[src/hdl/sspq_pkg.sv]
// shared types and codes for the sorted priority queue
`timescale 1ns / 1ps
package sspq_pkg;

  localparam int DataW  = 8;
  localparam int PrioW  = 8;
  localparam int CountW = 5;

  typedef enum logic {
    REQ_INSERT = 1'b0,
    REQ_REMOVE = 1'b1
  } req_type_t;

  typedef enum logic [1:0] {
    ST_OK        = 2'd0,
    ST_UNDERFLOW = 2'd1,
    ST_OVERFLOW  = 2'd2
  } status_t;

  typedef struct packed {
    logic [DataW-1:0] data;
    logic [PrioW-1:0] prio;
  } entry_t;

  // command broadcast to every cell of the row
  typedef struct packed {
    logic             insert_en;
    logic             remove_en;
    logic [DataW-1:0] data;
    logic [PrioW-1:0] prio;
  } cell_cmd_t;

endpackage

[src/hdl/sspq_req_if.sv]
// request channel: insert or remove
`timescale 1ns / 1ps
interface sspq_req_if;
  logic       valid;
  logic       ready;
  logic       req_type;
  logic [7:0] item_data;
  logic [7:0] item_priority;

  modport source (output valid, req_type, item_data, item_priority, input ready);
  modport sink   (input valid, req_type, item_data, item_priority, output ready);
endinterface

[src/hdl/sspq_rsp_if.sv]
// response channel: status, removed entry and fill level
`timescale 1ns / 1ps
interface sspq_rsp_if;
  logic       valid;
  logic       ready;
  logic [1:0] status;
  logic [7:0] removed_data;
  logic [7:0] removed_priority;
  logic [4:0] entry_count;
  logic       is_empty;

  modport source (output valid, status, removed_data, removed_priority, entry_count,
                  is_empty, input ready);
  modport sink   (input valid, status, removed_data, removed_priority, entry_count,
                  is_empty, output ready);
endinterface

[src/hdl/sspq_cell.sv]
// one slot of the sorted row: holds an entry, shifts left or right
`timescale 1ns / 1ps
module sspq_cell
  import sspq_pkg::*;
(
  input  logic      clk,
  input  cell_cmd_t cmd,
  input  logic      occupied,
  input  logic      left_keep,
  input  entry_t    left_entry,
  input  entry_t    right_entry,
  output logic      keep,
  output entry_t    entry
);

  entry_t entry_next;

  // an occupied slot whose priority is not above the new one stays put
  assign keep = occupied && (entry.prio <= cmd.prio);

  always_comb begin
    entry_next = entry;
    priority if (cmd.remove_en) begin
      entry_next = right_entry;
    end else if (cmd.insert_en && !keep) begin
      if (left_keep) begin
        entry_next.data = cmd.data;
        entry_next.prio = cmd.prio;
      end else begin
        entry_next = left_entry;
      end
    end
  end

  always_ff @(posedge clk) begin
    entry <= entry_next;
  end

endmodule

[src/hdl/stable_sorted_priority_queue_core.sv]
// Stable sorted priority queue: top level with the cell row and response register
//
// Requests arrive on req: req_type 0 inserts (item_data, item_priority), 1 removes
// the head. Each request transfer yields exactly one transfer on rsp carrying status
// (ok, underflow, overflow), the removed entry (zero unless a remove succeeded),
// the count after the request and an empty flag.
// Entries live in a row of CAPACITY cells kept in ascending priority order; equal
// priorities keep arrival order. On insert every cell compares its priority with the
// new one in parallel and either holds, takes the new entry, or takes its left
// neighbor's; on remove every cell takes its right neighbor's.
// rsp.valid is registered, rising in the cycle after a request transfer; one request
// is taken per cycle unless rsp stalls, limited by the single compare in each cell.
// A response register sits between the row and rsp: req.ready is high while that
// register is empty or is being drained, so a stall on rsp holds req off until the
// pending response is taken.
// Reset empties the queue (count to zero) and drops any pending response; slot
// contents are left as they are and are only read below the count.
`timescale 1ns / 1ps
module stable_sorted_priority_queue_core
  import sspq_pkg::*;
#(
  parameter int CAPACITY = 16
) (
  input logic         clk,
  input logic         rst,
  sspq_req_if.sink    req,
  sspq_rsp_if.source  rsp
);

  localparam int CW = $clog2(CAPACITY + 1);
  localparam logic [CW-1:0] Full = CW'(CAPACITY);

  logic [CW-1:0]   count;
  logic [CW-1:0]   count_next;
  logic            req_xfer;
  logic            is_full;
  logic            is_zero;
  cell_cmd_t       cmd;
  entry_t          cell_entry [CAPACITY];
  entry_t          right_entry [CAPACITY];
  logic [CAPACITY:0] keep;

  status_t         status_next;
  entry_t          removed_next;

  assign req.ready = !rsp.valid || rsp.ready;
  assign req_xfer  = req.valid && req.ready;
  assign is_full   = (count == Full);
  assign is_zero   = (count == '0);

  always_comb begin
    cmd.insert_en = req_xfer && (req.req_type == REQ_INSERT) && !is_full;
    cmd.remove_en = req_xfer && (req.req_type == REQ_REMOVE) && !is_zero;
    cmd.data      = req.item_data;
    cmd.prio      = req.item_priority;
  end

  // left boundary acts as a kept slot so the head takes the new entry
  assign keep[0] = 1'b1;

  for (genvar i = 0; i < CAPACITY; i++) begin : g_cell
    if (i == CAPACITY - 1) begin : g_last
      assign right_entry[i] = '0;
    end else begin : g_mid
      assign right_entry[i] = cell_entry[i+1];
    end

    sspq_cell u_cell (
      .clk         (clk),
      .cmd         (cmd),
      .occupied    (CW'(i) < count),
      .left_keep   (keep[i]),
      .left_entry  ((i == 0) ? entry_t'('0) : cell_entry[(i == 0) ? 0 : i-1]),
      .right_entry (right_entry[i]),
      .keep        (keep[i+1]),
      .entry       (cell_entry[i])
    );
  end

  always_comb begin
    count_next   = count;
    status_next  = ST_OK;
    removed_next = '0;
    unique case (req.req_type)
      REQ_INSERT: begin
        if (is_full) begin
          status_next = ST_OVERFLOW;
        end else begin
          count_next = count + CW'(1);
        end
      end
      REQ_REMOVE: begin
        if (is_zero) begin
          status_next = ST_UNDERFLOW;
        end else begin
          count_next   = count - CW'(1);
          removed_next = cell_entry[0];
        end
      end
      default: begin
        status_next = ST_OK;
      end
    endcase
  end

  always_ff @(posedge clk) begin
    if (rst) begin
      count     <= '0;
      rsp.valid <= 1'b0;
    end else begin
      if (req_xfer) begin
        count     <= count_next;
        rsp.valid <= 1'b1;
      end else if (rsp.ready) begin
        rsp.valid <= 1'b0;
      end
    end
  end

  always_ff @(posedge clk) begin
    if (req_xfer) begin
      rsp.status           <= status_next;
      rsp.removed_data     <= removed_next.data;
      rsp.removed_priority <= removed_next.prio;
      rsp.entry_count      <= 5'(count_next);
      rsp.is_empty         <= (count_next == '0);
    end
  end

  a_count_bound: assert property (@(posedge clk) disable iff (rst)
    count <= Full)
    else $error("count above capacity");

  a_insert_grows: assert property (@(posedge clk) disable iff (rst)
    req_xfer && (req.req_type == REQ_INSERT) && !is_full |=> count == $past(count) + CW'(1))
    else $error("insert did not grow the count");

  a_remove_head: assert property (@(posedge clk) disable iff (rst)
    cmd.remove_en |=> rsp.valid && (rsp.status == ST_OK)
                      && (rsp.removed_priority == $past(cell_entry[0].prio)))
    else $error("remove did not return the head");

  a_empty_flag: assert property (@(posedge clk) disable iff (rst)
    rsp.valid |-> rsp.is_empty == (count == '0))
    else $error("empty flag disagrees with count");

  a_head_order: assert property (@(posedge clk) disable iff (rst)
    count >= CW'(2) |-> cell_entry[0].prio <= cell_entry[1].prio)
    else $error("head entries out of order");

endmodule

[src/flat_wrapper.sv]
// flat-port wrapper written by rule: the top's interface ports become plain ports
module stable_sorted_priority_queue_core_flat import sspq_pkg::*;
#(
  parameter int CAPACITY = 16
)
  (clk, rst, req_valid, req_req_type, req_item_data, req_item_priority, req_ready, rsp_valid, rsp_status, rsp_removed_data, rsp_removed_priority, rsp_entry_count, rsp_is_empty, rsp_ready);
  sspq_req_if req_i ();
  sspq_rsp_if rsp_i ();
  input logic clk;
  input logic rst;
  input wire logic [$bits(req_i.valid)-1:0] req_valid;
  input wire logic [$bits(req_i.req_type)-1:0] req_req_type;
  input wire logic [$bits(req_i.item_data)-1:0] req_item_data;
  input wire logic [$bits(req_i.item_priority)-1:0] req_item_priority;
  output wire logic [$bits(req_i.ready)-1:0] req_ready;
  output wire logic [$bits(rsp_i.valid)-1:0] rsp_valid;
  output wire logic [$bits(rsp_i.status)-1:0] rsp_status;
  output wire logic [$bits(rsp_i.removed_data)-1:0] rsp_removed_data;
  output wire logic [$bits(rsp_i.removed_priority)-1:0] rsp_removed_priority;
  output wire logic [$bits(rsp_i.entry_count)-1:0] rsp_entry_count;
  output wire logic [$bits(rsp_i.is_empty)-1:0] rsp_is_empty;
  input wire logic [$bits(rsp_i.ready)-1:0] rsp_ready;
  assign req_i.valid = req_valid;
  assign req_i.req_type = req_req_type;
  assign req_i.item_data = req_item_data;
  assign req_i.item_priority = req_item_priority;
  assign req_ready = req_i.ready;
  assign rsp_valid = rsp_i.valid;
  assign rsp_status = rsp_i.status;
  assign rsp_removed_data = rsp_i.removed_data;
  assign rsp_removed_priority = rsp_i.removed_priority;
  assign rsp_entry_count = rsp_i.entry_count;
  assign rsp_is_empty = rsp_i.is_empty;
  assign rsp_i.ready = rsp_ready;
  stable_sorted_priority_queue_core #(.CAPACITY(CAPACITY)) u_core (.clk(clk), .rst(rst), .req(req_i), .rsp(rsp_i));
endmodule
[config.mk]
export PLATFORM = sky130hd
export DESIGN_NAME = stable_sorted_priority_queue_core_flat
export DESIGN_NICKNAME = d
export VERILOG_FILES = /design/src/hdl/sspq_pkg.sv /design/src/hdl/sspq_req_if.sv /design/src/hdl/sspq_rsp_if.sv /design/src/hdl/sspq_cell.sv /design/src/hdl/stable_sorted_priority_queue_core.sv /design/src/flat_wrapper.sv
export SDC_FILE = /design/constraint.sdc
export NUM_CORES = 1
export LEC_CHECK = 0
export BUFFER_PORTS_ARGS = -buffer_cell sky130_fd_sc_hd__buf_2
export CORE_AREA = 2 2 192 194
export DETAILED_ROUTE_END_ITERATION = 12
export DIE_AREA = 0 0 194 196
export HOLD_SLACK_MARGIN = 0.03
export PLACE_DENSITY = 0.65
export SLEW_MARGIN = 10
export SYNTH_ARGS = -nofsm -noshare
export SYNTH_HDL_FRONTEND = slang
export SYNTH_SLANG_ARGS = --single-unit
[constraint.sdc]
create_clock -name clk -period 5.2 [get_ports clk]
set_input_delay 0.26 -clock clk [delete_from_list [all_inputs] [get_ports clk]]
set_output_delay 0.26 -clock clk [all_outputs]
set_load 0.1 [all_outputs]
======== Word level (Yosys, flattened, before mapping) ========
Cells that the tools add are included.
storage, ports and cells
  bits in registers ....................... 286
  word-level logic and storage cells ...... 204
cells by class
  add/sub/neg operators ................... 2
  $lt $le $gt $ge ......................... 32
  equality and inequality tests ........... 1
  mux-type cells .......................... 53
  bitwise gates (word level) .............. 1
  reduce and logical (&&, ||, !) cells .... 76
operator list
  operator             count
  $mux 16              45
  $le 8x8->1           16
  $lt 4x5->1 const A   8
  $logic_and 1x1->1    37
  $reduce_bool 2->1    16
  $lt 3x5->1 const A   4
  $logic_not 1->1      19
  $logic_not 5->1      2
  $lt 1x5->1 const A   2
  $lt 2x5->1 const A   2
  $mux 5               2
  $pmux 5 s2           1
  $add 5x1->5 const B  1
  $eq 5x5->1 const B   1
  $sub 5x1->5 const B  1
  $pmux 2 s2           1
  $mux 1               3
  $mux 2               1
  $reduce_or 2->1      1
  $logic_or 1x1->1     1
  $not 1->1            1

======== Longest topological paths before layout ========
  word-level depth ........................ 8
  depth in mapped cells ................... 12
  depth with buffers taken out ............ 8

======== Modules after synthesis ========
Synthesis repeated with hierarchy kept, for this count alone.
unflattened totals
  cells, all modules ...................... 1804
  area, all modules ....................... 18905.6 µm²
by module, submodules not included
  module                             times used  cells each  area each (µm²)
  sspq_cell                          16          103         1078.5
  stable_sorted_priority_queue_core  1           156         1649.1

======== Worst setup path after synthesis ========
OpenSTA, ideal clock, no wires.
  kind .................................... register -> register
  start point ............................. register u_core.rsp.valid
  end point ............................... register u_core.g_cell[10].u_cell.entry[0] (netlist bit) (enable)
  arrival ................................. 3.649 ns
  slack ................................... 1.140 ns
  cell stages (with the launch flop) ...... 7
  path buffers ............................ 2
  period minus slack after synthesis ...... 4.060 ns
  cells stage by stage .................... dfxtp_1 -> nand2b_1 -> and2_1 -> buf_4 -> nand3b_2 -> clkbuf_1 -> o21ai_0
between the ends
  longest elaborated chain between the ends .. 7
  elaborated cells on any way between the ends .. 9
  classes of those cells .................. reduce/logical: 9
RTL lines
  element                          line                                      text
  from (decl)                      sspq_rsp_if.sv:12                         modport source (output valid, status, removed_data, removed_priority, entry_count,
  from (signal assigned)           stable_sorted_priority_queue_core.sv:109  rsp.valid <= 1'b0;
  from (signal assigned)           stable_sorted_priority_queue_core.sv:113  rsp.valid <= 1'b1;
  from (signal assigned)           stable_sorted_priority_queue_core.sv:115  rsp.valid <= 1'b0;
  $logic_not 1->1 (*)              stable_sorted_priority_queue_core.sv:46   assign req.ready = !rsp.valid || rsp.ready;
  $logic_or 1x1->1 (*)             stable_sorted_priority_queue_core.sv:46
  named net req_ready              flat_wrapper.sv:15                        output wire logic [$bits(req_i.ready)-1:0] req_ready;
  $logic_and 1x1->1 (*)            stable_sorted_priority_queue_core.sv:47   assign req_xfer = req.valid && req.ready;
  named net u_core.req_xfer        stable_sorted_priority_queue_core.sv:35   logic req_xfer;
  $logic_and 1x1->1 (2 in a row)   stable_sorted_priority_queue_core.sv:52   cmd.insert_en = req_xfer && (req.req_type == REQ_INSERT) && !is_full;
  $logic_and 1x1->1                sspq_cell.sv:25                           end else if (cmd.insert_en && !keep) begin
  $reduce_bool 2->1 (no line) (*)  -
  to (signal assigned)             sspq_cell.sv:36                           entry <= entry_next;
  to (decl)                        sspq_cell.sv:13                           output entry_t entry
Mark *: on every way through the listed nets, which the timed path passes. The rest lies on a longest branch.
A chain may end at the register's enable or synchronous reset.

======== Worst setup path after layout ========
  start point ............................. register u_core.count[0]
  end point ............................... register u_core.g_cell[6].u_cell.entry[1] (netlist bit) (enable)
between the ends
  longest elaborated chain between the ends .. 5
  elaborated cells on any way between the ends .. 11
  classes of those cells .................. order compare: 1; eq/ne: 1; reduce/logical: 9
RTL lines
  element                                                      line                                                                              text
  from (decl)                                                  stable_sorted_priority_queue_core.sv:33                                           logic [CW-1:0] count;
  from (signal assigned)                                       stable_sorted_priority_queue_core.sv:112                                          count <= count_next;
  $lt 3x5->1 / $eq 5x5->1 (equally long branches)              stable_sorted_priority_queue_core.sv:71, stable_sorted_priority_queue_core.sv:48
  $logic_and 1x1->1 / $logic_not 1->1 (equally long branches)  sspq_cell.sv:19, stable_sorted_priority_queue_core.sv:52
  $logic_not 1->1 / $logic_and 1x1->1 (equally long branches)  sspq_cell.sv:25, stable_sorted_priority_queue_core.sv:52
  $logic_and 1x1->1                                            sspq_cell.sv:25
  $reduce_bool 2->1 (no line) (*)                              -
  to (signal assigned)                                         sspq_cell.sv:36
  to (decl)                                                    sspq_cell.sv:13
Mark *: on every way between the ends. The rest lies on a longest branch, timed or not.

==> metrics.csv <==
stage,metric,value,unit
logic_synthesis,synth_warnings,0,
route,routed_via_density,6.60,
setup_path,arrival,3630,ps
cells_and_area,syn_to_final_growth,10.5,%
clock_network,cts_resized,0,
global_route,grt_overflow,0,
setup_path,worst_r2r_path_depth,9,
logic_synthesis,synthArstFlopShare,0,
worst_hold_path,holdPathStages,2,
logic_synthesis,ys_types,48,
floorplan,die_h,196,microns
clock_network,cts-root-buf,clkbuf_16,
timing,setup_viol,0,
clock_network,path_clk_slew,60,ps
floorplan,die_x,194,microns
clock_network,clock_path_buffers,3,
route,drt_iter0_drc,1747,
timing,max_freq,294,MHz
logic_synthesis,syn_nets,2062,
global_route,grt_max_degree,96,
cells_and_area,layout-drive-gt1-share,0.0954,
clock_network,h-tree-depth,2,
setup_path,critical_path.max_fanout,95,
route,wl_per_cell,23.5,microns
worst_hold_path,worstHoldPathType,in -> reg,
clock_network,hold_buffers,3,
route,antenna_left,0,
cells_and_area,nets,2046,
floorplan,ioPinCount,47,
setup_path,critical_path_required,5440,ps
placed_design,portBuffers,46,
floorplan,die_area,0.0380,sq mm
power,peakVddDrop,0.282,mV
clock_network,cts_post_setup_buffers_inserted,0,
global_route,grt_pass1_vias,15200,
run,maxCapViolCount,0,
timing,rsz0062_at_grt,false,
setup_path,critPathKind,reg -> reg,
cells_and_area,layout_commonest_cell,edfxtp_1,
floorplan,rows,70,
placed_design,dpl.hpwl,37.6,mm
setup_path,critPathLaunchType,flop,
logic_synthesis,synth_ff_type,edfxtp_1,
placed_design,gp_congestion,0.869,
clock_network,numCtsBuffers,35,
global_route,grt_first_pass_wirelength,86.7,mm
timing,min_period,3400,ps
run_status,status,completed,
timing,tightest_slew,1200,ps
power,cellLeakagePower,0.00692,uW
logic_synthesis,syn_area_per_cell,9.26,sq um
timing,hold_viol,0,
clock_network,insertion_delay,540,ps
timing,slew_violations,0,
timing,relSlewSlack,0.192,
logic_synthesis,synth_edf_count,264,
floorplan,core,0.0361,sq mm
logic_synthesis,yosys_register_bits,286,
clock_network,cts_sinks,286,
logic_synthesis,synth_area,0.0177,sq mm
global_route,grt_use_total,0.289,
power,powerDensity,455,mW/mm^2
global_route,grt_antenna_before_repair,2,
route,drt-total-wl,56.2,mm
logic_synthesis,synth-seq-area-share,0.473,
timing,fin_setup_tns,0,ps
route,num_vias,15800,
timing,finalCritPeriodShare,0.653,
floorplan,start_util,0.490,
cells_and_area,layout_common_cells,"edfxtp_1, o21ai_0, nor2_1",
clock_network,cts_tree,yes,
route,dr.pass1.iters,6,
timing,finalClockSkew,18.1,ps
logic_synthesis,netlist_instances,1909,
cells_and_area,final_util,0.541,
route,drc,0,
setup_path,endpoint_kind,flop,
cell families after synthesis:
group / after synthesis / share of synthesized area
AND/OR/NAND/NOR: 632 / 0.165
XOR/XNOR: 4 / 0.00198
flip-flops: 286 / 0.473
buffers and inverters: 188 / 0.0456
adder cells (fa/ha/maj): 132 / 0.0934
multiplexers: 17 / 0.0107
AO/OA/AOI/OAI: 650 / 0.210
power breakdown:
part | switching (uW) | total (uW) | internal, uW
clock network | 991 | 2540 | 1550
logic | 1900 | 2770 | 871
registers | 371 | 3590 | 3220
total | 3260 | 8900 | 5640
per-stage QoR:
stage / power, uW / cell area (sq um) / instances / worst slack (ps) / hold slack [ps]
after floorplan: 5450 / 17700 / 1909 / 1140 / 329
after detailed placement: 6310 / 18300 / 2320 / 1370 / 527
after CTS: 8850 / 19500 / 2385 / 1860 / 150
after global placement: 6210 / 18300 / 2320 / 1440 / 493
after global routing: 9340 / 19500 / 2387 / 1550 / 187
final: 8900 / 19500 / 2387 / 1800 / 169
sequential cells by signal, summed over array words and instances, names as in the netlist:
name,flops
u_core.count,5
u_core.rsp.entry_count,5
u_core.rsp.removed_data,8
u_core.rsp.is_empty,1
u_core.rsp.valid,1
u_core.rsp.status,2
u_core.g_cell.u_cell.entry,256
u_core.rsp.removed_priority,8
metal layers:
| layer | part of all wire | vias up | track usage |
|---|---|---|---|
| met5 | 0 | - | 0 |
| met4 | 0.035 | 0 | 0.116 |
| met3 | 0.071 | 145 | 0.0457 |
| met2 | 0.49 | 727 | 0.486 |
| met1 | 0.41 | 7661 | 0.374 |
| li1 | - | 7232 | - |
worst max-delay path, stage by stage, from the launching register on:
cell     delay, ps
dfxtp_1        580
inv_2          170
ha_1           280
nor4b_4        160
nor2b_1        160
buf_4          260
nand2_8        400
buf_12         370
o21ai_1        350
buf_4          310
layout make-up:
cell class              instances  area (sq um)
fillers                      3236         16500
multi-input cells            1435          8550
flip-flops and latches        286          8370
clock buffers                  48           966
repair buffers                106           751
well taps                     468           586
clock inverters                14           208
inverters                      29           109
diodes                          1          2.50
worst paths after layout:
check	start	to	slack [ps]
max reg2reg	u_core.count[0]	u_core.g_cell[6].u_cell.entry[1]	1800
max	u_core.count[0]	u_core.g_cell[6].u_cell.entry[1]	1800
min reg2reg	u_core.g_cell[15].u_cell.entry[8]	u_core.g_cell[15].u_cell.entry[8]	550
min	req_req_type	u_core.rsp.status[1]	170
cells in the mapped netlist (2+ instances only):
cell type    n  area share
nand4_1     32       0.011
ha_1       132       0.093
o21ai_1     10      0.0028
nand2_2      2     0.00071
and2_1      19      0.0067
buf_4        5      0.0021
buf_2       65       0.018
a21o_1       3      0.0013
mux2_2      15      0.0096
nand3_1    232       0.066
o211ai_1    16      0.0068
a21oi_2      4      0.0020
clkbuf_1    86       0.018
edfxtp_1   264        0.45
a21oi_1     69       0.020
o22a_1      14      0.0069
o21bai_1     3      0.0013
inv_1       27      0.0057
nor2_1     254       0.054
xnor2_1      3      0.0015
mux2i_1      2      0.0011
buf_1        3     0.00064
dfxtp_1     22       0.025
nand2b_1     5      0.0018
o22ai_1     14      0.0050
o21ai_0    270       0.076
nor2b_1     18      0.0064
nand2_1     57       0.012
a31oi_1    243       0.086
inv_2        2     0.00042
Power figures use the tool's default switching activity.
